## config.mk

```make
export PLATFORM = sky130hd
export DESIGN_NAME = bse_div
export DESIGN_NICKNAME = d
export VERILOG_FILES = /design/src/rtl/bse_pkg.sv /design/src/rtl/bse_div.sv
export SDC_FILE = /design/constraint.sdc
export NUM_CORES = 1
export LEC_CHECK = 0
export ABC_CLOCK_PERIOD_IN_PS = 3600
export CAP_MARGIN = 20
export CORE_MARGIN = 2
export CORE_UTILIZATION = 49
export DETAILED_ROUTE_END_ITERATION = 10
export DONT_BUFFER_PORTS = 1
export PLACE_DENSITY_LB_ADDON = 0.25
export SLEW_MARGIN = 0
export SYNTH_ARGS = -nofsm -noshare
export SYNTH_HDL_FRONTEND = slang
export SYNTH_SLANG_ARGS = --single-unit
```

## constraint.sdc

```tcl
create_clock -name clk -period 3.6 [get_ports clk]
set_input_delay 0.18 -clock clk [delete_from_list [all_inputs] [get_ports clk]]
set_output_delay 0.18 -clock clk [all_outputs]
set_load 0.005 [all_outputs]
```

## src/rtl/bse_pkg.sv

```systemverilog
// Shared types, constants and the log2 mantissa table for the Burning Ship
// smooth escape block. No dependencies; every other file imports it.
package bse_pkg;

  localparam int FRAC_BITS      = 32;
  localparam int MAX_ITER       = 64;
  localparam int LOG_TABLE_BITS = 8;

  localparam int IT_W      = 7;                  // holds 0..MAX_ITER
  localparam int OP_W      = 64;                 // multiplier operand width
  localparam int DIG_W     = 16;                 // operand digit per cell
  localparam int NUM_CELLS = OP_W / DIG_W;
  localparam int PROD_W    = 2 * OP_W;
  localparam int CNT_W     = 3;
  localparam int MUL_LAST  = NUM_CELLS + 2;      // last product leaves the row
  localparam int LOG_W     = 25;                 // signed Q.16 log2 result
  localparam int P_W       = $clog2(PROD_W);
  localparam int DIV_W     = 40;                 // dividend / quotient width
  localparam int DVS_W     = 23;                 // divisor width

  localparam logic [63:0] SAT_LIMIT = 64'h3FFF_FFFF_FFFF_FFFF;

  typedef enum logic [1:0] {MT_R2, MT_SR, MT_SI, MT_SX} mtag_t;

  typedef struct packed {
    logic              vld;
    mtag_t             tag;
    logic [OP_W-1:0]   a;
    logic [OP_W-1:0]   b;
    logic [PROD_W-1:0] acc;
  } mlink_t;

  typedef enum logic [3:0] {
    ST_IDLE, ST_INIT, ST_MUL, ST_TEST, ST_LOGZ, ST_LOGR,
    ST_DIVR, ST_LOGQ, ST_SCALE, ST_DIVQ, ST_DONE
  } st_t;

  typedef enum logic [2:0] {
    CFG_ORIGIN_REAL, CFG_ORIGIN_IMAG, CFG_STEP_REAL, CFG_STEP_IMAG,
    CFG_ESCAPE_RADIUS, CFG_MAX_ITERATIONS, CFG_COLOR_SCALE
  } cfg_idx_t;

  typedef logic [15:0] rom_t [2**LOG_TABLE_BITS];

  // log2(1 + i/2^LOG_TABLE_BITS) in Q.16, one bit per repeated squaring
  function automatic rom_t build_rom();
    rom_t        t;
    logic [63:0] x;
    logic [15:0] r;
    for (int i = 0; i < 2**LOG_TABLE_BITS; i++) begin
      x = 64'((2**LOG_TABLE_BITS) + i) << (31 - LOG_TABLE_BITS);
      r = '0;
      for (int b = 0; b < 16; b++) begin
        x = (x * x) >> 31;
        r = {r[14:0], 1'b0};
        if (x >= 64'h1_0000_0000) begin
          x    = x >> 1;
          r[0] = 1'b1;
        end
      end
      t[i] = r;
    end
    return t;
  endfunction

  localparam rom_t LOG_ROM = build_rom();

endpackage

```

## src/rtl/bse_div.sv

```systemverilog
// Restoring unsigned divider, one quotient bit per cycle.
// Depends on bse_pkg for operand widths.
module bse_div import bse_pkg::*; (
  input  logic             clk,
  input  logic             rst_n,
  input  logic             start,
  input  logic [DIV_W-1:0] dividend,
  input  logic [DVS_W-1:0] divisor,
  output logic             done,
  output logic [DIV_W-1:0] quot
);

  localparam int DC_W = $clog2(DIV_W);

  logic             busy_r;
  logic             done_r;
  logic [DC_W-1:0]  cnt_r;
  logic [DIV_W-1:0] num_r;
  logic [DVS_W-1:0] dvs_r;
  logic [DVS_W-1:0] rem_r;
  logic [DVS_W:0]   trial;
  logic             ge;

  assign trial = {rem_r, num_r[DIV_W-1]};
  assign ge    = trial >= {1'b0, dvs_r};

  always_ff @(posedge clk) begin
    if (!rst_n) begin
      busy_r <= 1'b0;
      done_r <= 1'b0;
      cnt_r  <= '0;
    end else begin
      done_r <= 1'b0;
      if (start) begin
        busy_r <= 1'b1;
        cnt_r  <= '0;
      end else if (busy_r) begin
        cnt_r <= cnt_r + DC_W'(1);
        if (cnt_r == DC_W'(DIV_W - 1)) begin
          busy_r <= 1'b0;
          done_r <= 1'b1;
        end
      end
    end
  end

  always_ff @(posedge clk) begin
    if (start) begin
      num_r <= dividend;
      dvs_r <= divisor;
      rem_r <= '0;
    end else if (busy_r) begin
      rem_r <= ge ? DVS_W'(trial - {1'b0, dvs_r}) : trial[DVS_W-1:0];
      num_r <= {num_r[DIV_W-2:0], ge};
    end
  end

  assign done = done_r;
  assign quot = num_r;

endmodule

```

# Yosys cells after proc, flatten, opt, wreduce, memory -nomap -nowiden
# Index checks and enable logic that the tools add are counted.
# word_totals
out_inout_bits	41
reg_bits	94
wordCells	22
input_bits	66
# classes
n_eq_ne	1
bitwise	2
order_cmp	1
n_reduce_logical	3
muxes	7
addsub	2
# op_table
operator	n
40-bit two-way mux	2
24-bit by 23-bit >= comparator with 1-bit output	1
23-bit two-way mux	1
23-bit subtractor	1
6-bit by 1-bit adder with 6-bit output, second input constant	1
6-bit == test, second input constant	1
1-bit two-way mux	4
3-bit OR reduction	1
1-bit NOT	2
2-bit nonzero test	1
2-bit OR reduction	1

# Longest topological paths before layout
# logic_depth
word_depth	4
depth_mapped	13
ltp_nobuf	11

# Least setup slack after synthesis
# Ideal clock, no wire load.
# synth_timing
kind	flip-flop to flip-flop
start	reg num_r[39] (netlist: quot[39])
end	reg rem_r[4]
setup_slack_ps	1085
required_time_ps	3521
stages_incl_launch_ff	12
arrival_ps	2436
n_path_buf	1
path_cell_list	edfxtp_1 > inv_1 > ha_1 > fa_1 > nand2b_1 > a211oi_2 > nor3_4 > o31ai_2 > a311oi_4 > buf_6 > o31a_1 > a211oi_2
# synth_between
elab_chain_cells	2
word_cells_on_any_way	3
classes_between	1 x add/sub; 1 x order compare; 1 x mux
# synth_lines
item	line_no	text
start: declaration	bse_div.sv:18	logic [DIV_W-1:0] num_r;
start signal: assignment	bse_div.sv:49	num_r <= dividend;
start signal: assignment	bse_div.sv:54	num_r <= {num_r[DIV_W-2:0], ge};
23-bit subtractor or 24-bit by 23-bit >= comparator with 1-bit output (tied branches)	bse_div.sv:53, bse_div.sv:25	
23-bit two-way mux *	bse_div.sv:53	rem_r <= ge ? DVS_W'(trial - {1'b0, dvs_r}) : trial[DVS_W-1:0];
end signal: assignment	bse_div.sv:53	
end: declaration	bse_div.sv:20	logic [DVS_W-1:0] rem_r;
# Mark *: on every way between the ends. The rest lies on a longest branch, timed or not.
# A chain may end at the register's enable or synchronous reset.

# Worst setup path in the final report
# layout_timing
start	reg num_r[39] (netlist: quot[39])
end	reg rem_r[13]
# The elaborated chain is that of the path after synthesis.

==> reports/metrics.csv <==
metric;value;unit
overflow;0;
dr_wl_met2;5090;um
dr.first_iter.drc_count;183;
synth_nets;544;
hold_violations;0;
fmax;0.352;GHz
synth-seq-cells;94;
postCtsSetupRepairBufs;0;
path_delay_family;compound AO/OA/AOI/OAI gates;
antenna_left;0;
root_buffer;clkbuf_8;
start_util;50.9;%
path_cells;inv_1, ha_1, fa_1, nand2b_1, a211oi_2, nor3_4, o31ai_2, a311oi_4, buf_4, or3_1, a211oi_2;
ctsHoldBuffers;34;
num_antenna_cells;0;
p_switching;0.710;mW
layout-drive-gt1-share;15.0;%
cts.sinks;94;
io_buffer_count;0;
h-tree-depth;3;
wl;10400;um
rsz0062_at_grt;no;
wl_met1;4630;um
finalInstanceArea;0.00573;mm2
clkTransAtPathRegs;0.10;ns
maxSlewViolCount;0;
synth_area;0.00502;mm2
dpl.hpwl;6890;um
timing.final.crit_share;79.0;%
grt_pass1_wl;16600;um
maxSlewHeadroom;65.2;%
worstHoldPathCells;1;
die_area;0.0111;mm2
multi_input_area;0.00229;mm2
power;2.52;mW
crit_top_cell;a211oi_2;
core_area;0.00986;mm2
dr_wl_met3;563;um
drc;0;
power_density;441;mW/mm2
top_layer;met4;
cts_buffers;9;
yosysUniqueCellTypes;54;
cp.arrival;3.14;ns
grt_use_total;19.0;%
cp_max_fo;17;
maxCapViolCount;0;
via_per_inst;5.60;
seqPwrFrac;52.5;%
ys_seq_area_share;50.0;%
synth-edff-count;63;
rows;36;
pwr-share-clk;28.2;%
r2r_cells;11;
synthArstFlopShare;0;%
fin_skew;0.0111;ns
grt_antenna_before_repair;0;
cp-end-kind;flop;
fin_setup_tns;0;ns
setup_ws;0.756;ns
cp-start-kind;flop;
crit_cells;11;
status;finished, final reports clean;
routabilityCongestion;0.861;
fin_crit;2.84;ns
cpPeakStageDelay;0.42;ns
leakage;2.21;nW
grt_pass1_vias;3391;
routedWlPerCell;16.5;um
grt_max_degree;47;
hold_path_class;input pin to flop;
cts_max_path_buffers;2;
fp.dieH;105;um
finalSetupViolCount;0;
avgSynthCellArea;11.1;um2
die_w;105;um
cts_resized;0;
dr.pass1.iters;4;
worstPathRequired;3.90;ns
switching_share;28.1;%
p_comb_share;19.3;%
syn_inst;453;
path_buf_inv;2;
whs;0.0151;ns
worstMarginPinSlew;0.523;ns
area_delta_synth_final;14.0;%
nFillCells;819;
insertion_delay;0.38;ns
seq_area;0.00251;mm2
io_pins;107;
slowest_stage;edfxtp_1;
cts_tree;yes;
place_ws;0.736;ns
yosys_warnings;0;
ir_worst_vdd;0.000347;V
p_int;1.81;mW
placed_area;0.00511;mm2
vias;3511;
nets;580;
path_class;flop to flop;
ys.flop_type;edfxtp_1;
-- Yosys cell counts (3+ instances only) --
master	number	area share (%)
a32oi_1	3	0.52
nand2_1	22	1.6
nor2b_1	4	0.50
mux2_2	39	8.7
ha_1	24	6.0
a211oi_2	5	1.2
or3_1	3	0.37
nand2b_1	7	0.87
and3_1	3	0.37
o21ai_1	3	0.30
nor2_1	47	3.5
dfxtp_1	31	12
xor2_1	9	1.6
o21bai_1	3	0.45
o21ai_0	19	1.9
a21o_1	9	1.3
edfxtp_1	63	38
mux2i_1	7	1.4
a211oi_1	15	2.2
inv_1	31	2.3
nor3_1	4	0.40
a21oi_1	33	3.3
xnor2_1	12	2.1
clkbuf_1	14	1.0
nand4b_1	3	0.52
nand4_1	6	0.75
-- logic make-up after synthesis --
| logic type | count (synthesis) | synth area share, % |
|---|---|---|
| flip-flops | 94 | 50.0 |
| XOR/XNOR | 21 | 3.66 |
| adder cells (fa/ha/maj) | 25 | 6.38 |
| AO/OA/AOI/OAI | 108 | 14.9 |
| AND/OR/NAND/NOR | 109 | 10.6 |
| buffers and inverters | 50 | 4.36 |
| multiplexers | 46 | 10.1 |
-- state kept, by name (all words and copies together) (netlist names) --
name / cells
quot: 40
busy_r: 1
rem_r: 23
done: 1
cnt_r: 6
dvs_r: 23
-- per-layer routing --
| metal | track usage [%] | up-vias |
|---|---|---|
| met5 | 0 | - |
| met4 | 5.43 | 0 |
| met3 | 6.49 | 9 |
| met2 | 31.8 | 91 |
| met1 | 23.3 | 1680 |
| li1 | - | 1731 |
-- cells in the final DEF, fill, tap and decap left out, types with 4 or more instances in the layout --
cell           Yosys  final
a21o_1             9      9
dlygate4sd3_1      0     39
buf_4              1      4
a211oi_2           5      5
nor2_1            47     47
xnor2_1           12     12
a211oi_1          15     15
edfxtp_1          63     63
nand2_1           22     22
a21oi_1           33     33
nand4_1            6      6
ha_1              24     24
dfxtp_1           31     31
nand2b_1           7      7
xor2_1             9      9
clkbuf_8           0      9
inv_1             31     31
nor3_1             4      4
o21ai_0           19     19
mux2i_1            7      7
mux2_2            39     39
nor2b_1            4      4
-- per-stage QoR --
stage | instances | util (%)
finish | 627 | 58.0
global route | 627 | 58.0
CTS | 621 | 57.4
detailed placement | 571 | 51.9
global placement | 571 | 51.9
floorplan | 453 | -
-- power groups by stage --
stage | Sequential [mW] | Combinational, mW | Clock [mW]
6_report | 1.32 | 0.488 | 0.712
5_1_grt | 1.34 | 0.544 | 0.776
4_1_cts | 1.33 | 0.481 | 0.739
3_5_place_dp | 1.35 | 0.437 | 0
3_3_place_gp | 1.35 | 0.433 | 0
2_1_floorplan | 1.33 | 0.384 | 0
-- final timing paths --
path                                   from  slack (ns)        end
worst max-delay path               quot[39]        0.76  rem_r[13]
worst min-delay path            dividend[9]        0.02    quot[9]
worst max register to register     quot[39]        0.76  rem_r[13]
worst min register to register     cnt_r[5]        0.49   cnt_r[5]
-- final cells by class --
class | instances | share of cell area [%]
clock buffers | 10 | 2.23
clock inverters | 6 | 1.27
inverters | 31 | 2.03
multi-input cells | 309 | 40.0
flip-flops and latches | 94 | 43.9
well taps | 133 | 2.91
repair buffers | 44 | 7.69
No activity file was read; power rests on OpenSTA's default activity.
