<file path="src/rtl/bse_pkg.sv">
// Shared types, constants and the log2 mantissa table for the Burning Ship
// smooth escape block. No dependencies; every other file imports it.
package bse_pkg;

  localparam int FRAC_BITS      = 32;
  localparam int MAX_ITER       = 64;
  localparam int LOG_TABLE_BITS = 8;

  localparam int IT_W      = 7;                  // holds 0..MAX_ITER
  localparam int OP_W      = 64;                 // multiplier operand width
  localparam int DIG_W     = 16;                 // operand digit per cell
  localparam int NUM_CELLS = OP_W / DIG_W;
  localparam int PROD_W    = 2 * OP_W;
  localparam int CNT_W     = 3;
  localparam int MUL_LAST  = NUM_CELLS + 2;      // last product leaves the row
  localparam int LOG_W     = 25;                 // signed Q.16 log2 result
  localparam int P_W       = $clog2(PROD_W);
  localparam int DIV_W     = 40;                 // dividend / quotient width
  localparam int DVS_W     = 23;                 // divisor width

  localparam logic [63:0] SAT_LIMIT = 64'h3FFF_FFFF_FFFF_FFFF;

  typedef enum logic [1:0] {MT_R2, MT_SR, MT_SI, MT_SX} mtag_t;

  typedef struct packed {
    logic              vld;
    mtag_t             tag;
    logic [OP_W-1:0]   a;
    logic [OP_W-1:0]   b;
    logic [PROD_W-1:0] acc;
  } mlink_t;

  typedef enum logic [3:0] {
    ST_IDLE, ST_INIT, ST_MUL, ST_TEST, ST_LOGZ, ST_LOGR,
    ST_DIVR, ST_LOGQ, ST_SCALE, ST_DIVQ, ST_DONE
  } st_t;

  typedef enum logic [2:0] {
    CFG_ORIGIN_REAL, CFG_ORIGIN_IMAG, CFG_STEP_REAL, CFG_STEP_IMAG,
    CFG_ESCAPE_RADIUS, CFG_MAX_ITERATIONS, CFG_COLOR_SCALE
  } cfg_idx_t;

  typedef logic [15:0] rom_t [2**LOG_TABLE_BITS];

  // log2(1 + i/2^LOG_TABLE_BITS) in Q.16, one bit per repeated squaring
  function automatic rom_t build_rom();
    rom_t        t;
    logic [63:0] x;
    logic [15:0] r;
    for (int i = 0; i < 2**LOG_TABLE_BITS; i++) begin
      x = 64'((2**LOG_TABLE_BITS) + i) << (31 - LOG_TABLE_BITS);
      r = '0;
      for (int b = 0; b < 16; b++) begin
        x = (x * x) >> 31;
        r = {r[14:0], 1'b0};
        if (x >= 64'h1_0000_0000) begin
          x    = x >> 1;
          r[0] = 1'b1;
        end
      end
      t[i] = r;
    end
    return t;
  endfunction

  localparam rom_t LOG_ROM = build_rom();

endpackage

</file>
<file path="src/rtl/bse_mul_cell.sv">
// One cell of the multiplier row: folds the top operand digit into the
// running product and hands it on. Depends on bse_pkg.
module bse_mul_cell import bse_pkg::*; (
  input  logic   clk,
  input  logic   rst_n,
  input  mlink_t lnk_i,
  output mlink_t lnk_o
);

  logic                    vld_r;
  mtag_t                   tag_r;
  logic [OP_W-1:0]         a_r;
  logic [OP_W-1:0]         b_r;
  logic [PROD_W-1:0]       acc_r;
  logic [OP_W+DIG_W-1:0]   part;
  logic [PROD_W-1:0]       acc_nxt;

  assign part    = lnk_i.a * lnk_i.b[OP_W-1 -: DIG_W];
  assign acc_nxt = (lnk_i.acc << DIG_W) + PROD_W'(part);

  always_ff @(posedge clk) begin
    if (!rst_n) begin
      vld_r <= 1'b0;
    end else begin
      vld_r <= lnk_i.vld;
    end
  end

  always_ff @(posedge clk) begin
    tag_r <= lnk_i.tag;
    a_r   <= lnk_i.a;
    b_r   <= lnk_i.b << DIG_W;
    acc_r <= acc_nxt;
  end

  assign lnk_o = '{vld: vld_r, tag: tag_r, a: a_r, b: b_r, acc: acc_r};

endmodule

</file>
<file path="config.mk">
export PLATFORM = sky130hd
export DESIGN_NAME = bse_mul_cell
export DESIGN_NICKNAME = d
export VERILOG_FILES = /design/src/rtl/bse_pkg.sv /design/src/rtl/bse_mul_cell.sv
export SDC_FILE = /design/constraint.sdc
export NUM_CORES = 2
export LEC_CHECK = 0
export ABC_AREA = 1
export BUFFER_PORTS_ARGS = -buffer_cell sky130_fd_sc_hd__buf_2
export CAP_MARGIN = 30
export CORE_UTILIZATION = 41
export CTS_CLUSTER_DIAMETER = 80
export DETAILED_ROUTE_END_ITERATION = 8
export GPL_ROUTABILITY_DRIVEN = 1
export GPL_TIMING_DRIVEN = 0
export PLACE_DENSITY_LB_ADDON = 0.1
export SYNTH_ARGS = -nofsm -noshare
export SYNTH_HDL_FRONTEND = slang
export SYNTH_SLANG_ARGS = --single-unit
</file>
<file path="constraint.sdc">
create_clock -name clk -period 7.85 [get_ports clk]
set_input_delay 0.785 -clock clk [delete_from_list [all_inputs] [get_ports clk]]
set_output_delay 0.785 -clock clk [all_outputs]
set_load 0.01 [all_outputs]
</file>
Word-level counts from Yosys, hierarchy flattened:

Cells that the tools add are included.

* bits in registers: 243
* bits of input ports: 261
* RAM bits: 0
* memories kept: 0
* bits in latches: 0
* memory bits (read-only): 0

* divide/modulo/power cells: 0
* order comparisons: 0
* bitwise logic cells: 0
* $mul: 1
* multiplexer cells: 0
* reduce and logical (&&, ||, !) cells: 0
* add/sub/neg operators: 1
* shifts and indexed selects: 0
* equality and inequality tests: 0

Operator list (number)
* 128-bit by 80-bit adder with 128-bit output: 1
* 64-bit by 16-bit multiplier with 80-bit output: 1

Logic depth before layout (Yosys ltp):

* depth after elaboration: 2
* mapped depth: 31
* depth with buffers taken out: 29

Worst setup path before layout:

OpenSTA, ideal clock, no wires.

* kind: input to register
* from: input lnk_i[177] (netlist name)
* to: register acc_r[108]
* stages on the path: 24
* path slack: 1.812 ns
* setup time: 0.112 ns
* data arrival time: 5.926 ns
* cell sequence: clkbuf_1 > clkbuf_1 > nand2_1 > fa_1 > inv_1 > fa_1 > inv_1 > fa_1 > inv_1 > fa_1 > fa_1 > inv_1 > fa_1 > inv_1 > ha_1 > nand2_1 > nor2_2 > nand2_1 > nor2_1 > inv_2 > nor4_1 > nand2_1 > nand3_1 > nand2_1

* cells in the longest elaborated chain, start to end: 2

Ends and longest elaborated chain
* from (decl): RTL line bse_mul_cell.sv:6 `input mlink_t lnk_i,`
* 64-bit by 16-bit multiplier with 80-bit output: RTL line bse_mul_cell.sv:18 `assign part = lnk_i.a * lnk_i.b[OP_W-1 -: DIG_W];`
* 128-bit by 80-bit adder with 128-bit output: RTL line bse_mul_cell.sv:19 `assign acc_nxt = (lnk_i.acc << DIG_W) + PROD_W'(part);`
* via acc_nxt[108]: RTL line bse_mul_cell.sv:16 `logic [PROD_W-1:0] acc_nxt;`
* to (signal assigned): RTL line bse_mul_cell.sv:33 `acc_r <= acc_nxt;`
* to (decl): RTL line bse_mul_cell.sv:14 `logic [PROD_W-1:0] acc_r;`

The timed path passes the listed nets, and every way through them passes these cells.
A chain may end at the register's enable or synchronous reset.

Worst setup path after layout:

* from: input lnk_i[177] (netlist name)
* to: register acc_r[54]

Same word-level chain as after synthesis.

==> summary by stage <==
Logic synthesis
Of the total synthesized cell area, the portion taken by XOR and XNOR cells is 0.0121. The dominant combinational cell family by area after synthesis is adder cells. The post-synthesis share of cell area spent on full adders, half adders and majority gates is 0.455. The Yosys warning count is 0. In this run, distinct cell masters in the synthesized netlist total 33. The cell type with the highest aggregate area in the netlist is fa_1.

Of the post-synthesis cell area, the dominant cell type holds 0.409. Counting every instance in the synthesized netlist gives 6357. The multiplexer area fraction after synthesis is 0. Sorting the synthesized cells by area gives the leading types as fa_1, nand2_1, inv_1. The summed instance area of the synthesized netlist is 45500 µm². The share of the synthesized area in compound gates (AO/OA/AOI/OAI) is 0.0111.

For this run, the register share of the synthesized area comes to 0.107. In this run, synthesis produced a sequential element count of 243. Of the total synthesized cell area, the portion taken by AND, OR, NAND and NOR gates is 0.223. The synthesized area per cell is 7.16 µm².

Routing
The residual antenna-violating net count after detailed routing is 0. Dividing the detail-routed via count by the number of cells gives 4.73. The routed layout has 39789 vias. The number of remaining DRC errors is 0. The first-pass iteration count of the detailed router is 6. The DRC violation total after the first TritonRoute iteration is 2787. The sum of routed wire length over all layers is 175000 µm. The routed length per instance is 20.8 µm.

Clock tree
The CTS tree is yes. The number of buffers created by CTS is 30. The number of levels the H-tree was split into is 1. Counting along the longest clock path gives a buffer depth of 3. Counting every sink on the clock net gives 243. The buffers inserted during post-CTS setup optimization is 0. The register clock-pin slew on the reported worst setup and hold paths is 70 ps. The cell sitting at the root of the clock tree is a clkbuf_16.

Outcome
The final reports fail on setup timing. The run finished, with violations left.

Floorplanning
Measured along the y axis, the die boundary spans 335 µm. In this run the standard cell core region covers 109000 µm². The I/O pin count is 520. In this run the core area contains 121 standard-cell rows. The initial cell density of the core is 0.416. Measured along the x axis, the die boundary spans 335 µm.

The area enclosed by the die boundary is 112000 µm².

STA
For the final routed database, the setup TNS stands at -14.1 ps. The number of slew-limit violations in the final report is 0. The number of failing hold endpoints at the final stage is 0. The actual slew at the worst max-slew pin is 1070 ps.

The minimum clock period is 7860 ps. Headroom to the max-slew limit came out at 0.290. The maximum clock frequency is 0.127 GHz. Setup repair after global routing left no endpoint under its margin. Once routing completed, OpenROAD measured the worst setup slack at -14.1 ps. The part of the cycle the worst path needs is 1.00.

Setup violations remaining at the end of the flow were counted as 1.

Setup path
The highest fanout seen on the critical path is 10. The data required time at the worst endpoint is 8300 ps. The critical path is of the in -> reg type. Counting both buffers and inverters, the worst setup path holds a total of 8. The biggest cell delay along the critical path is 650 ps. The sort of element at the end of the critical path is a flop. The arrival time reported for the critical path endpoint is 8310 ps. The cell repeated most along the worst path is fa_1. The critical path startpoint category is an input port. Traced cell by cell, the critical path runs through clkbuf_1 -> buf_8 -> clkbuf_1 -> nand2_1 -> fa_1 -> inv_1 -> fa_1 -> inv_1 -> fa_1 -> inv_1 -> fa_1 -> fa_1 -> inv_1 -> fa_1 -> inv_1 -> ha_1 -> nand2_1 -> nor2_1 -> nand2_1 -> nor2_1 -> nand3_1 -> nand2_1 -> xor2_1. The worst-path cell with the longest stage delay is fa_1.

The kind of cell adding the most delay to the critical path is adder cells.

Placement
Summing all placed instances gives a cell area of 50100 µm². The number of buffer cells added on primary ports is 471. The pre-CTS setup slack is -433 ps. The half-perimeter wire length after placement is 152000 µm. The final estimated routing congestion in global placement is 0.984.

Hold path
The tightest min-delay check is of the in -> reg type.

Cells and area
The number of filler instances in the final layout is 11594. The finished cells cover 51300 µm². The final net count is 8262. For this run, the share of the core covered by cells in the final layout is 0.469. The layout overhead on the synthesized area is 12.7%.

The share of final-layout standard cells stronger than drive strength 1 is 0.0925.

Job
The count of maximum capacitance violations is 0.

GRT
Summed over all layers, the global routing overflow is 0. The first global-routing pass estimated 261000 µm of wire. In the global route stage, overall resource usage came out at 0.319. The via count of the first global-routing pass is 41211. The initial antenna violation count is 4. Entering global routing, the biggest net connects 16 pins.
## cells by family after synthesis
group	count (synthesis)
AND/OR/NAND/NOR	2558
buffers and inverters	2300
adder cells (fa/ha/maj)	1098
flip-flops	243
AO/OA/AOI/OAI	94
XOR/XNOR	63
other	1
## timing repair
item,4_1_cts,5_1_grt
resized for setup,0,5
endpoints found under the setup margin,0,2
hold buffers,0,0
## registers in the layout (all words and copies together), names as in the netlist
name / count
acc_r: 128
tag_r: 2
vld_r: 1
b_r: 48
a_r: 64
## per-layer routing
layer / up-vias / GRT usage / part of all wire
li1: 18461 / - / -
met1: 19604 / 0.417 / 0.41
met2: 1452 / 0.537 / 0.48
met3: 272 / 0.0437 / 0.068
met4: 0 / 0.118 / 0.043
met5: - / 0 / 0
## area by class of cell
cell class / instances / area (µm²) / area share
plain buffers: 257 / 1030 / 0.0202
repair buffers: 499 / 2760 / 0.0539
diodes: 7 / 17.5 / 0.000342
multi-input cells: 3829 / 32000 / 0.624
clock buffers: 36 / 835 / 0.0163
flip-flops and latches: 243 / 4860 / 0.0949
well taps: 1476 / 1850 / 0.0360
clock inverters: 19 / 264 / 0.00515
inverters: 2043 / 7670 / 0.150
## final timing paths
kind | cells after the start | startpoint | slack [ps] | end
max | 23 | lnk_i[177] | -10 | acc_r[54]
min | 1 | lnk_i[151] | 250 | b_r[39]
## metrics by stage
step | std cells | hold slack (ps)
after floorplan | 6372 | 813
after global placement | 8319 | 888
after detailed placement | 8344 | 889
after CTS | 8399 | 216
after global routing | 8402 | 211
final | 8409 | 252
## cell usage in the layout (no fill, tap or decap), types with 6 or more instances in the layout
cell / netlist / layout
conb_1: 1 / 16
o21ai_1: 7 / 7
nand3_1: 116 / 116
buf_2: 0 / 471
and2_1: 8 / 8
a21oi_1: 60 / 60
xor2_1: 63 / 63
nor3_2: 10 / 10
fa_1: 930 / 930
nor2_2: 19 / 19
inv_8: 0 / 6
o21ai_0: 13 / 13
inv_1: 2032 / 2032
buf_8: 0 / 24
buf_4: 17 / 17
nand2_1: 2088 / 2088
clkbuf_16: 0 / 31
nand4_1: 40 / 40
nand2_2: 14 / 14
nor2_1: 217 / 217
diode_2: 0 / 7
inv_2: 11 / 11
dfxtp_1: 243 / 243
buf_1: 43 / 43
clkbuf_1: 197 / 194
nand3_2: 7 / 7
nor3_1: 27 / 27
o21bai_1: 11 / 11
ha_1: 168 / 168
## synthesized netlist by cell type (all sizes together)
cell type	count
a21boi	1
a21o	1
a21oi	60
and2	8
and3	3
buf	60
clkbuf	197
conb	1
dfxtp	243
fa	930
ha	168
inv	2043
nand2	2102
nand2b	1
nand3	123
nand4	40
nor2	240
nor3	38
nor3b	1
nor4	2
o211ai	1
o21ai	20
o21bai	11
xor2	63
Power is left out: the tool's default activity adds up to more than one toggle a clock period on the data nets, which glitch-free logic cannot reach.
