**config.mk**
```make
export PLATFORM = sky130hd
export DESIGN_NAME = bse_log2
export DESIGN_NICKNAME = d
export VERILOG_FILES = /design/src/rtl/bse_pkg.sv /design/src/rtl/bse_log2.sv
export SDC_FILE = /design/constraint.sdc
export NUM_CORES = 1
export LEC_CHECK = 0
export BUFFER_PORTS_ARGS = -buffer_cell sky130_fd_sc_hd__buf_2
export CAP_MARGIN = 40
export CORE_MARGIN = 2
export CORE_UTILIZATION = 45
export CTS_CLUSTER_SIZE = 20
export DETAILED_ROUTE_END_ITERATION = 16
export MAX_ROUTING_LAYER = met4
export SLEW_MARGIN = 20
export SYNTH_ARGS = -nofsm -noshare
export SYNTH_HDL_FRONTEND = slang
export SYNTH_SLANG_ARGS = --single-unit
export TNS_END_PERCENT = 100
```
**constraint.sdc**
```tcl
create_clock -name clk -period 5.48 [get_ports clk]
set_input_delay 0 -clock clk [delete_from_list [all_inputs] [get_ports clk]]
set_output_delay 0 -clock clk [all_outputs]
set_load 0.02 [all_outputs]
```
**src/rtl/bse_pkg.sv**
```systemverilog
// Shared types, constants and the log2 mantissa table for the Burning Ship
// smooth escape block. No dependencies; every other file imports it.
package bse_pkg;

  localparam int FRAC_BITS      = 32;
  localparam int MAX_ITER       = 64;
  localparam int LOG_TABLE_BITS = 8;

  localparam int IT_W      = 7;                  // holds 0..MAX_ITER
  localparam int OP_W      = 64;                 // multiplier operand width
  localparam int DIG_W     = 16;                 // operand digit per cell
  localparam int NUM_CELLS = OP_W / DIG_W;
  localparam int PROD_W    = 2 * OP_W;
  localparam int CNT_W     = 3;
  localparam int MUL_LAST  = NUM_CELLS + 2;      // last product leaves the row
  localparam int LOG_W     = 25;                 // signed Q.16 log2 result
  localparam int P_W       = $clog2(PROD_W);
  localparam int DIV_W     = 40;                 // dividend / quotient width
  localparam int DVS_W     = 23;                 // divisor width

  localparam logic [63:0] SAT_LIMIT = 64'h3FFF_FFFF_FFFF_FFFF;

  typedef enum logic [1:0] {MT_R2, MT_SR, MT_SI, MT_SX} mtag_t;

  typedef struct packed {
    logic              vld;
    mtag_t             tag;
    logic [OP_W-1:0]   a;
    logic [OP_W-1:0]   b;
    logic [PROD_W-1:0] acc;
  } mlink_t;

  typedef enum logic [3:0] {
    ST_IDLE, ST_INIT, ST_MUL, ST_TEST, ST_LOGZ, ST_LOGR,
    ST_DIVR, ST_LOGQ, ST_SCALE, ST_DIVQ, ST_DONE
  } st_t;

  typedef enum logic [2:0] {
    CFG_ORIGIN_REAL, CFG_ORIGIN_IMAG, CFG_STEP_REAL, CFG_STEP_IMAG,
    CFG_ESCAPE_RADIUS, CFG_MAX_ITERATIONS, CFG_COLOR_SCALE
  } cfg_idx_t;

  typedef logic [15:0] rom_t [2**LOG_TABLE_BITS];

  // log2(1 + i/2^LOG_TABLE_BITS) in Q.16, one bit per repeated squaring
  function automatic rom_t build_rom();
    rom_t        t;
    logic [63:0] x;
    logic [15:0] r;
    for (int i = 0; i < 2**LOG_TABLE_BITS; i++) begin
      x = 64'((2**LOG_TABLE_BITS) + i) << (31 - LOG_TABLE_BITS);
      r = '0;
      for (int b = 0; b < 16; b++) begin
        x = (x * x) >> 31;
        r = {r[14:0], 1'b0};
        if (x >= 64'h1_0000_0000) begin
          x    = x >> 1;
          r[0] = 1'b1;
        end
      end
      t[i] = r;
    end
    return t;
  endfunction

  localparam rom_t LOG_ROM = build_rom();

endpackage

```
**src/rtl/bse_log2.sv**
```systemverilog
// Iterative log2 in Q.16: normalizes the operand a byte or a bit per cycle,
// then looks up the mantissa table. Depends on bse_pkg.
module bse_log2 import bse_pkg::*; (
  input  logic                    clk,
  input  logic                    rst_n,
  input  logic                    start,
  input  logic [PROD_W-1:0]       x,
  input  logic [IT_W-1:0]         fb,
  output logic                    done,
  output logic signed [LOG_W-1:0] res
);

  logic                    busy_r;
  logic                    done_r;
  logic [PROD_W-1:0]       x_r;
  logic [P_W-1:0]          p_r;
  logic [IT_W-1:0]         fb_r;
  logic signed [LOG_W-1:0] res_r;
  logic [8:0]              pm;

  assign pm = {2'b00, p_r} - {2'b00, fb_r};

  always_ff @(posedge clk) begin
    if (!rst_n) begin
      busy_r <= 1'b0;
      done_r <= 1'b0;
    end else begin
      done_r <= 1'b0;
      if (start) begin
        busy_r <= 1'b1;
      end else if (busy_r && x_r[PROD_W-1]) begin
        busy_r <= 1'b0;
        done_r <= 1'b1;
      end
    end
  end

  always_ff @(posedge clk) begin
    if (start) begin
      x_r  <= x;
      p_r  <= P_W'(PROD_W - 1);
      fb_r <= fb;
    end else if (busy_r) begin
      if (x_r[PROD_W-1]) begin
        res_r <= $signed({pm, LOG_ROM[x_r[PROD_W-2 -: LOG_TABLE_BITS]]});
      end else if (x_r[PROD_W-1 -: 8] == 8'd0) begin
        x_r <= x_r << 8;
        p_r <= p_r - P_W'(8);
      end else begin
        x_r <= x_r << 1;
        p_r <= p_r - P_W'(1);
      end
    end
  end

  assign done = done_r;
  assign res  = res_r;

endmodule

```
== Word level (Yosys, flattened, before mapping) ==
Memories as Yosys holds them, arrays and structs flattened. A register that Yosys moved wholly into a read port is not among the register bits.
Index checks and enable logic that the tools add are counted.

* $add $sub $neg: 3
* Multipliers: 0
* Div/mod/pow operators: 0
* Order comparisons: 1
* Eq/ne operators: 1
* Shift operators: 0
* Muxes and demuxes: 10
* Bitwise gates (word level): 4
* Reduce and logical (&&, ||, !) cells: 8

{| class="wikitable"
|+ Operators by type and width
! cell !! number
|-
| 2-to-1 mux 128 bit || 4
|-
| 2-to-1 mux 16 bit || 2
|-
| >= comparator 9 bit (second input constant) || 1
|-
| inverter 8 -> 9 bit || 1
|-
| zero test 8 bit || 1
|-
| subtractor 7 x 7 -> 8 bit || 1
|-
| 2-to-1 mux 7 bit || 1
|-
| subtractor 7 x 1 -> 7 bit (second input constant) || 1
|-
| subtractor 7 x 4 -> 7 bit (second input constant) || 1
|-
| AND reduction 2 bit || 2
|-
| nonzero test 2 bit || 2
|-
| 2-to-1 mux 1 bit || 3
|-
| inverter 1 bit || 3
|-
| AND reduction 3 bit || 1
|-
| != test 2 bit (second input constant) || 1
|-
| OR reduction 2 bit || 1
|-
| logical AND 1 bit || 1
|}

* Flip-flop bits (word level): 169
* Latch bits: 0
* RAM bits: 0
* Memory bits (read-only): 4096
* Word-level logic and storage cells: 35
* Memories kept: 1

{| class="wikitable"
|+ Memory list
! name !! depth !! width !! rd ports !! clocked after memory_dff !! write ports !! RTL line !! text
|-
| (name not given) || 256 || 16 || 1 || 1 || 0 || bse_log2.sv:45 || <nowiki>res_r <= $signed({pm, LOG_ROM[x_r[PROD_W-2 -: LOG_TABLE_BITS]]});</nowiki>
|}

== Depth between registers and ports, before layout ==
Gate-level depths: netlist (run 1).

* Depth in word-level cells: 5
* Depth in mapped cells: 11
* Depth with buffers taken out: 10

== Worst setup path before layout (run 1) ==
OpenSTA, ideal clock, no wires.

* Path type: reg-to-reg
* From: register x_r[121]
* To: register x_r[100] (data pin)
* Library setup time: 0.266 ns
* Data arrival time: 2.697 ns
* Required time: 5.214 ns
* Setup slack: 2.517 ns
* Stages on the path, launching flop included: 11
* Buffers on the path: 4
* Clock period less this slack: 2.963 ns
* Cell sequence: edfxtp_1 -> clkinv_1 -> clkbuf_1 -> clkbuf_1 -> ha_1 -> nand2_1 -> nor4_4 -> buf_4 -> buf_6 -> mux2i_1 -> o21ai_1

* Longest elaborated chain between the ends: 5

{| class="wikitable"
|+ RTL lines
! element !! RTL line !! text
|-
| from (decl) || bse_log2.sv:15 || <nowiki>logic [PROD_W-1:0] x_r;</nowiki>
|-
| from (signal assigned) || bse_log2.sv:47 || <nowiki>x_r <= x_r << 8;</nowiki>
|-
| from (signal assigned) || bse_log2.sv:50 || <nowiki>x_r <= x_r << 1;</nowiki>
|-
| zero test 8 bit || bse_log2.sv:46 || <nowiki>end else if (x_r[PROD_W-1 -: 8] == 8'd0) begin</nowiki>
|-
| 2-to-1 mux 128 bit || bse_log2.sv:46 ||
|-
| 2-to-1 mux 128 bit || bse_log2.sv:44 || <nowiki>if (x_r[PROD_W-1]) begin</nowiki>
|-
| 2-to-1 mux 128 bit || bse_log2.sv:43 || <nowiki>end else if (busy_r) begin</nowiki>
|-
| 2-to-1 mux 128 bit || bse_log2.sv:39 || <nowiki>if (start) begin</nowiki>
|}

Every way passes these cells. The select of a mux whose other input is x is not followed.
A chain may end at the register's enable or synchronous reset.

== Worst setup path in the final report (run 1) ==
* From: register x_r[119]
* To: register res_r[9] (netlist: res[9]) (data pin)

* Longest elaborated chain between the ends: 1

{| class="wikitable"
|+ RTL lines
! element !! RTL line !! text
|-
| inverter 8 -> 9 bit (implied by the code) || bse_log2.sv:45 ||
|-
| to (decl) || bse_log2.sv:18 || <nowiki>logic signed [LOG_W-1:0] res_r;</nowiki>
|}

Every way passes these cells.

==> results of run 1 <==
## stage by stage
| stage | instance area, um^2 | util, % | worst slack, ns | power (W) | hold WS, ns |
|---|---|---|---|---|---|
| after CTS | 15500 | 55.8 | 2.20 | 0.00420 | 0.0968 |
| after detailed placement | 13500 | 48.6 | 2.23 | 0.00278 | 0.179 |
| after global placement | 13400 | 48.5 | 2.23 | 0.00279 | 0.179 |
| final | 15500 | 55.9 | 2.07 | 0.00423 | 0.109 |
| after global routing | 15500 | 55.9 | 1.98 | 0.00440 | 0.123 |
| after floorplan | 12600 | - | 2.52 | 0.00238 | 0.0989 |
## state kept, by name, indices dropped and copies added, names as in the netlist
| signal | cells |
|---|---|
| p_r | 7 |
| res | 24 |
| done | 1 |
| busy_r | 1 |
| fb_r | 7 |
| x_r | 128 |
## worst max-delay path, stage by stage (launching register included)
cell and delay (ns):
sky130_fd_sc_hd__edfxtp_1 0.40, sky130_fd_sc_hd__inv_1 0.35, sky130_fd_sc_hd__ha_1 0.58, sky130_fd_sc_hd__buf_4 0.32, sky130_fd_sc_hd__nand2b_1 0.33, sky130_fd_sc_hd__a41o_1 0.35
sky130_fd_sc_hd__a31oi_1 0.19, sky130_fd_sc_hd__nand4_1 0.12, sky130_fd_sc_hd__a21oi_1 0.40, sky130_fd_sc_hd__a311oi_1 0.10
## kinds of logic after synthesis
group | synth area share [%]
and+or+nand+nor | 16.2
xor gates and xnor gates | 1.03
AOI/OAI and AO/OA | 23.2
adders and majority gates | 3.42
DFF | 39.3
muxes | 10.3
buffers and inverters | 6.50
## power by group through the flow
stage	combinational, W	clock, W	sequential [W]
3_3_place_gp	0.00114	0	0.00164
5_1_grt	0.00135	0.00142	0.00163
4_1_cts	0.00121	0.00137	0.00162
6_report	0.00127	0.00135	0.00162
3_5_place_dp	0.00113	0	0.00164
2_1_floorplan	0.000754	0	0.00163
## layout make-up
| cell class | count | area, um^2 | share of cell area (%) |
|---|---|---|---|
| repair buffers | 331 | 2480 | 16.0 |
| clock buffers | 17 | 425 | 2.74 |
| well taps | 378 | 473 | 3.05 |
| multi-input cells | 1102 | 6830 | 44.1 |
| flip-flops and latches | 168 | 4950 | 32.0 |
| clock inverters | 15 | 221 | 1.43 |
| diodes | 1 | 2.50 | 0.0161 |
| inverters | 28 | 108 | 0.694 |
## path summary, 6_finish.rpt
kind,start,end,slack [ns],depth (start not counted)
worst max-delay path,x_r[119]$_DFFE_PP_,res[9]$_DFFE_PP_,2.07,9
worst max register to register,x_r[119]$_DFFE_PP_,res[9]$_DFFE_PP_,2.07,9
worst min-delay path,start,fb_r[1]$_DFFE_PP_,0.11,1
worst min register to register,p_r[6]$_SDFFE_PP1P_,p_r[6]$_SDFFE_PP1P_,0.52,2
## synth_stat cells, types with 12 or more instances
cell,count
sky130_fd_sc_hd__o311ai_0,14
sky130_fd_sc_hd__nand2_1,223
sky130_fd_sc_hd__a211oi_1,12
sky130_fd_sc_hd__buf_2,33
sky130_fd_sc_hd__o211ai_1,15
sky130_fd_sc_hd__inv_1,23
sky130_fd_sc_hd__nand2b_1,31
sky130_fd_sc_hd__o21ai_1,92
sky130_fd_sc_hd__a21oi_1,82
sky130_fd_sc_hd__ha_1,32
sky130_fd_sc_hd__a311oi_1,13
sky130_fd_sc_hd__a31oi_1,29
sky130_fd_sc_hd__nor3_1,33
sky130_fd_sc_hd__buf_4,12
sky130_fd_sc_hd__nor2b_1,16
sky130_fd_sc_hd__clkbuf_1,71
sky130_fd_sc_hd__edfxtp_1,159
sky130_fd_sc_hd__nand3_1,28
sky130_fd_sc_hd__o21ai_0,118
sky130_fd_sc_hd__nor2_1,78
sky130_fd_sc_hd__mux2i_1,120
sky130_fd_sc_hd__buf_6,14
## what timing repair did
item,CTS,global route
setup buffers,0,0
hold endpoints to repair,137,0
hold buffers,136,0
## layer usage
metal / wire length [um] / global-route usage [%] / share of wire [%] / up-vias
li1: - / - / - / 5767
met1: 20100 / 45.8 / 41 / 5969
met2: 22000 / 50.4 / 44 / 822
met3: 5000 / 7.43 / 10 / 186
met4: 2430 / 16.2 / 4.9 / 0
met5: 0 / - / 0 / -
==> insert_results.sql, run 1 <==
INSERT INTO impl_metrics (metric_group, metric, value, unit) VALUES
('finish', 'layout_commonest_cell', 'sky130_fd_sc_hd__nand2_1', ''),
('timing', 'slew_headroom', '33.1', '%'),
('grt', 'grt_start_max_net_pins', '138', ''),
('run_status', 'outcome', 'complete, no violations', ''),
('setup_path', 'cp_data_arrival_time', '3.58', 'ns'),
('finish', 'share_of_layout_cells_above_drive_strength_1', '15.2', '%'),
('detailed_routing', 'drt.antenna.violating_nets', '0', ''),
('detailed_routing', 'detail_route.drc_violations', '0', ''),
('logic_synthesis', 'mappedNetlistNets', '1607', ''),
('min_path', 'hold_class', 'input port to flip-flop', ''),
('pwr', 'power.density', '273', 'nW/um^2'),
('logic_synthesis', 'synth_cell_type_count', '78', ''),
('detailed_routing', 'wl_per_cell', '24.3', 'um'),
('timing', 'totalNegativeSetupSlack', '0', 'ns'),
('die', 'floorplan.rows', '61', ''),
('setup_path', 'timing.critical_path.fanout_max', '20', ''),
('logic_synthesis', 'synth_seq_area_share', '39.3', '%'),
('timing', 'final.setup_skew', '0.0252', 'ns'),
('setup_path', 'critical_path_startpoint_category', 'flip-flop', ''),
('grt', 'grt_pass1_vias', '12200', ''),
('timing', 'grt_setup_unrepaired', 'false', ''),
('detailed_routing', 'totalWireLength', '49.5', 'mm'),
('detailed_routing', 'drtPass1Iterations', '8', ''),
('timing', 'timing.final.crit_period', '3.41', 'ns'),
('clock_tree', 'numClockSinks', '168', ''),
('placement', 'routabilityCongestion', '1.07', ''),
('logic_synthesis', 'synth.yosys.warnings', '0', ''),
('logic_synthesis', 'post_synthesis_cell_area', '12600', 'um^2'),
('clock_tree', 'cts-root-to-sink-buffers', '2', ''),
('pwr', 'sequentialPowerShare', '38.2', '%'),
('clock_tree', 'htree_num_levels', '4', ''),
('logic_synthesis', 'synth_enable_flop_cells', '159', ''),
('finish', 'design.final.nets', '1819', ''),
('finish', 'commonest_cells_after_routing_fill_and_taps_aside', 'sky130_fd_sc_hd__nand2_1, sky130_fd_sc_hd__buf_2, sky130_fd_sc_hd__edfxtp_1', ''),
('logic_synthesis', 'synth_ff_type', 'sky130_fd_sc_hd__edfxtp_1', ''),
('clock_tree', 'numCtsBuffers', '17', ''),
('finish', 'synthToLayoutAreaGrowth', '23.1', '%'),
('die', 'io-pin-count', '164', ''),
('timing', 'max_clock_freq', '0.294', 'GHz'),
('logic_synthesis', 'yosysTopAreaCell', 'sky130_fd_sc_hd__edfxtp_1', ''),
('timing', 'finalSetupViolations', '0', ''),
('grt', 'grt.overflow.total', '0', ''),
('grt', 'antenna_found_initial', '1', ''),
('placement', 'dpl.cell_count', '1870', ''),
('clock_tree', 'cts_resized', '0', ''),
('detailed_routing', 'vias', '12700', ''),
('logic_synthesis', 'yosys_register_bits', '168', ''),
('logic_synthesis', 'avgSynthCellArea', '8.77', 'um^2'),
('pwr', 'power_frac_comb', '29.9', '%'),
('clock_tree', 'clockRootBuffer', 'sky130_fd_sc_hd__clkbuf_16', ''),
('die', 'design.die.area', '29300', 'um^2'),
('die', 'coreArea', '27700', 'um^2'),
('die', 'die-width', '171', 'um'),
('logic_synthesis', 'synth.area.top_cells', 'sky130_fd_sc_hd__edfxtp_1, sky130_fd_sc_hd__mux2i_1, sky130_fd_sc_hd__nand2_1', ''),
('timing', 'fin_crit_sh', '62.1', '%'),
('placement', 'detailed_place_hpwl', '31.0', 'mm'),
('die', 'dieHeight', '171', 'um'),
('pwr', 'sw_frac_of_total', '36.0', '%'),
('clock_tree', 'tritoncts', 'done', ''),
('logic_synthesis', 'synth-async-reset-ratio', '0', '%'),
('logic_synthesis', 'synthesis.instances', '1436', ''),
('logic_synthesis', 'synth_top_area_share', '37.9', '%'),
('grt', 'first_pass_grt_wire_length', '73.8', 'mm'),
('clock_tree', 'clk_pin_slew_worst_paths', '0.09', 'ns'),
('setup_path', 'timing.critical_path.required', '5.66', 'ns'),
('grt', 'global_route.usage.total', '34.5', '%'),
('clock_tree', 'clk-insertion-delay-late', '0.45', 'ns'),
('placement', 'place.port_buffers', '163', ''),
('pwr', 'max-vdd-ir-drop', '0.000189', 'V'),
('die', 'initial_utilization', '45.5', '%'),
('flow_run', 'max_cap_violations', '0', '');
(Power assumes the default switching activity.)
==> run 2, diff against run 1 <==
PLACE_DENSITY = 0.67   (was not set)
clock period = 2.95 ns   (was 5.48 ns; I/O delays follow)
==> run 2 against run 1 <==
Compared with the run above:
- non-clock buffer count up 92
- largest cell class unchanged
- power grew 88%
- critical endpoint is now res[6]$_DFFE_PP_
- design area rose by 4.9%
- largest power group unchanged
- routed wire length increased by 5.6%
==> insert_results.sql, run 2 (synthesis gave the netlist of run 1 again) <==
INSERT INTO impl_metrics (metric_group, metric, value, unit) VALUES
('finish', 'fin_cells', '2133', ''),
('setup_path', 'timing.critical_path.required', '3.23', 'ns'),
('setup_path', 'timing.reg2reg.setup_slack', '0.02', 'ns'),
('finish', 'commonest_cells_after_routing_fill_and_taps_aside', 'sky130_fd_sc_hd__nand2_1, sky130_fd_sc_hd__buf_2, sky130_fd_sc_hd__edfxtp_1', ''),
('clock_tree', 'numCtsBuffers', '17', ''),
('timing', 'fin_crit_sh', '99.3', '%'),
('setup_path', 'critical_path.slowest_cell', 'sky130_fd_sc_hd__o31ai_1', ''),
('detailed_routing', 'drtPass1Iterations', '8', ''),
('setup_path', 'cp_top_family', 'compound AO/OA/AOI/OAI gates', ''),
('die', 'floorplan.rows', '61', ''),
('clock_tree', 'numClockSinks', '168', ''),
('min_path', 'whs_path_depth', '2', ''),
('grt', 'grt_pass1_vias', '12800', ''),
('finish', 'share_of_layout_cells_above_drive_strength_1', '19.6', '%'),
('clock_tree', 'clk-insertion-delay-late', '0.44', 'ns'),
('finish', 'max_flop_register', 'x_r', ''),
('detailed_routing', 'violation_count_after_the_first_detailed_route_iteration', '2434', ''),
('finish', 'final_core_util', '58.7', '%'),
('setup_path', 'critical-path-max-stage-delay', '0.52', 'ns'),
('setup_path', 'timing_worst_setup_path_type', 'flip-flop to flip-flop', ''),
('setup_path', 'timing.critical_path.fanout_max', '9', ''),
('die', 'initial_utilization', '45.5', '%'),
('run_status', 'outcome', 'complete, no violations', ''),
('setup_path', 'critical_path_startpoint_category', 'flip-flop', ''),
('detailed_routing', 'drt.antenna.violating_nets', '0', ''),
('pwr', 'max-vdd-ir-drop', '0.000338', 'V'),
('pwr', 'power.density', '490', 'nW/um^2'),
('timing', 'slew_viol_final', '0', ''),
('timing', 'finalSetupViolations', '0', ''),
('clock_tree', 'tritoncts', 'done', ''),
('flow_run', 'max_cap_violations', '0', ''),
('clock_tree', 'clockRootBuffer', 'sky130_fd_sc_hd__clkbuf_16', ''),
('placement', 'dpl.cell_count', '1958', ''),
('min_path', 'min_delay_startpoint', 'fb[5]', ''),
('die', 'io-pin-count', '164', ''),
('setup_path', 'crit_buf_inv', '2', ''),
('clock_tree', 'clk_pin_slew_worst_paths', '0.09', 'ns'),
('grt', 'grt.overflow.total', '0', ''),
('detailed_routing', 'detail_route.drc_violations', '0', ''),
('pwr', 'power_leakage', '6.15', 'nW'),
('die', 'coreArea', '27700', 'um^2'),
('finish', 'design.final.nets', '1911', ''),
('timing', 'slew_headroom', '40.8', '%'),
('finish', 'area_taken_by_multi_input_logic_gates', '6830', 'um^2'),
('timing', 'totalNegativeSetupSlack', '0', 'ns'),
('timing', 'tightest_slew', '0.881', 'ns'),
('timing', 'max_clock_freq', '0.341', 'GHz'),
('setup_path', 'rr_endpoint', 'res[6]$_DFFE_PP_', ''),
('timing', 'final.setup_skew', '0.0195', 'ns'),
('detailed_routing', 'viasPerCell', '6.34', ''),
('setup_path', 'timing.reg2reg.worst_path_depth', '8', ''),
('placement', 'place.port_buffers', '163', ''),
('finish', 'final.fill_count', '2348', ''),
('setup_path', 'cp_data_arrival_time', '3.21', 'ns'),
('setup_path', 'worstSetupEndpointType', 'flip-flop', ''),
('grt', 'antenna_found_initial', '2', ''),
('detailed_routing', 'wl_per_cell', '24.5', 'um'),
('min_path', 'hold_class', 'input port to flip-flop', ''),
('timing', 'timing.final.crit_period', '2.93', 'ns'),
('setup_path', 'timing.critical_path.cells', 'inv_1 > buf_4 > ha_1 > nor2b_1 > a311oi_1 > o31ai_1 > nand2_1 > a32oi_1', ''),
('die', 'design.die.area', '29300', 'um^2'),
('finish', 'layout_commonest_cell', 'sky130_fd_sc_hd__nand2_1', ''),
('detailed_routing', 'totalWireLength', '52.3', 'mm'),
('timing', 'grt_setup_unrepaired', 'false', ''),
('finish', 'area.sequential', '4950', 'um^2'),
('detailed_routing', 'vias', '13500', ''),
('grt', 'first_pass_grt_wire_length', '77.7', 'mm'),
('placement', 'detailed_place_hpwl', '33.9', 'mm'),
('timing', 'final_hold_viol_count', '0', ''),
('placement', 'routabilityCongestion', '1.11', ''),
('finish', 'synthToLayoutAreaGrowth', '29.1', '%'),
('clock_tree', 'htree_num_levels', '4', ''),
('setup_path', 'worst_r2r_startpoint', 'x_r[119]$_DFFE_PP_', ''),
('die', 'dieHeight', '171', 'um'),
('clock_tree', 'cts_resized', '0', ''),
('finish', 'flip_flop_count_of_the_largest_register_all_copies_and_words_added', '128', ''),
('die', 'die-width', '171', 'um'),
('grt', 'global_route.usage.total', '36.3', '%'),
('clock_tree', 'cts-root-to-sink-buffers', '2', ''),
('grt', 'grt_start_max_net_pins', '149', ''),
('min_path', 'hold_end', 'fb_r[5]$_DFFE_PP_', '');
## run 2: cell types whose count changed in the layout (fill, tap and decap cells not counted)
| cell | delta |
|---|---|
| sky130_fd_sc_hd__buf_2 | +1 |
| sky130_fd_sc_hd__buf_16 | -2 |
| sky130_fd_sc_hd__nor2_2 | -1 |
| sky130_fd_sc_hd__buf_12 | +13 |
| sky130_fd_sc_hd__bufinv_16 | -2 |
| sky130_fd_sc_hd__diode_2 | +1 |
| sky130_fd_sc_hd__clkinv_8 | -1 |
| sky130_fd_sc_hd__clkinvlp_4 | +1 |
| sky130_fd_sc_hd__clkinv_2 | +1 |
| sky130_fd_sc_hd__clkinv_4 | -1 |
| sky130_fd_sc_hd__inv_8 | +2 |
| sky130_fd_sc_hd__nor2_1 | +1 |
| sky130_fd_sc_hd__buf_4 | +79 |
| sky130_fd_sc_hd__dlygate4sd3_1 | +1 |
## run 2: layout make-up
class,instances,share of cell area (%)
flip-flops and latches,168,30.5
clock inverters,15,1.05
well taps,378,2.91
clock buffers,17,2.62
inverters,28,0.662
multi-input cells,1102,42.0
diodes,2,0.0308
repair buffers,423,20.3
## run 2: what timing repair did
item | 4_1_cts | 5_1_grt
setup buffers | 0 | 3
hold buffers | 137 | 0
hold endpoints to repair | 138 | 0
endpoints found under the setup margin | 0 | 1
## run 2: worst reg2reg max path, cell delays in order, from the launching register on
cell	delay (ns)
sky130_fd_sc_hd__edfxtp_1	0.50
sky130_fd_sc_hd__inv_1	0.15
sky130_fd_sc_hd__buf_4	0.21
sky130_fd_sc_hd__ha_1	0.44
sky130_fd_sc_hd__nor2b_1	0.47
sky130_fd_sc_hd__a311oi_1	0.11
sky130_fd_sc_hd__o31ai_1	0.52
sky130_fd_sc_hd__nand2_1	0.15
sky130_fd_sc_hd__a32oi_1	0.23
## run 2: metrics by stage
stage                     cell area (um^2)  setup WS (ns)  power [W]  hold slack [ns]
after detailed placement             14300          0.204    0.00538            0.179
after global placement               14300          0.225    0.00539            0.180
final                                16300         0.0198    0.00796            0.276
after CTS                            16200          0.183    0.00783            0.248
after floorplan                      12600         0.0900    0.00443           0.0989
after global routing                 16300         0.0122    0.00824            0.267
## run 2: per-layer routing
layer / up-vias / wire length [um] / GRT usage [%]
met5: - / 0 / -
met4: 0 / 3150 / 16.6
met3: 237 / 5850 / 8.58
met2: 1065 / 22900 / 53.5
met1: 6277 / 20400 / 47.4
li1: 5943 / - / -
## run 2: worst max-delay path by stage
stage,startpoint,end,cells after the start
2_1_floorplan,x_r[127]$_DFFE_PP_,x_r[0]$_DFFE_PP_,3
4_1_cts,x_r[120]$_DFFE_PP_,res[11]$_DFFE_PP_,9
5_1_grt,x_r[120]$_DFFE_PP_,res[11]$_DFFE_PP_,9
3_5_place_dp,x_r[120]$_DFFE_PP_,res[11]$_DFFE_PP_,9
3_3_place_gp,x_r[120]$_DFFE_PP_,res[11]$_DFFE_PP_,9
6_report,x_r[119]$_DFFE_PP_,res[6]$_DFFE_PP_,8
## run 2: power by group
group,internal (W),switching (W),leakage (nW)
clock,0.00115,0.00119,0.291
combinational,0.00100,0.00162,4.18
sequential,0.00288,0.000125,1.67
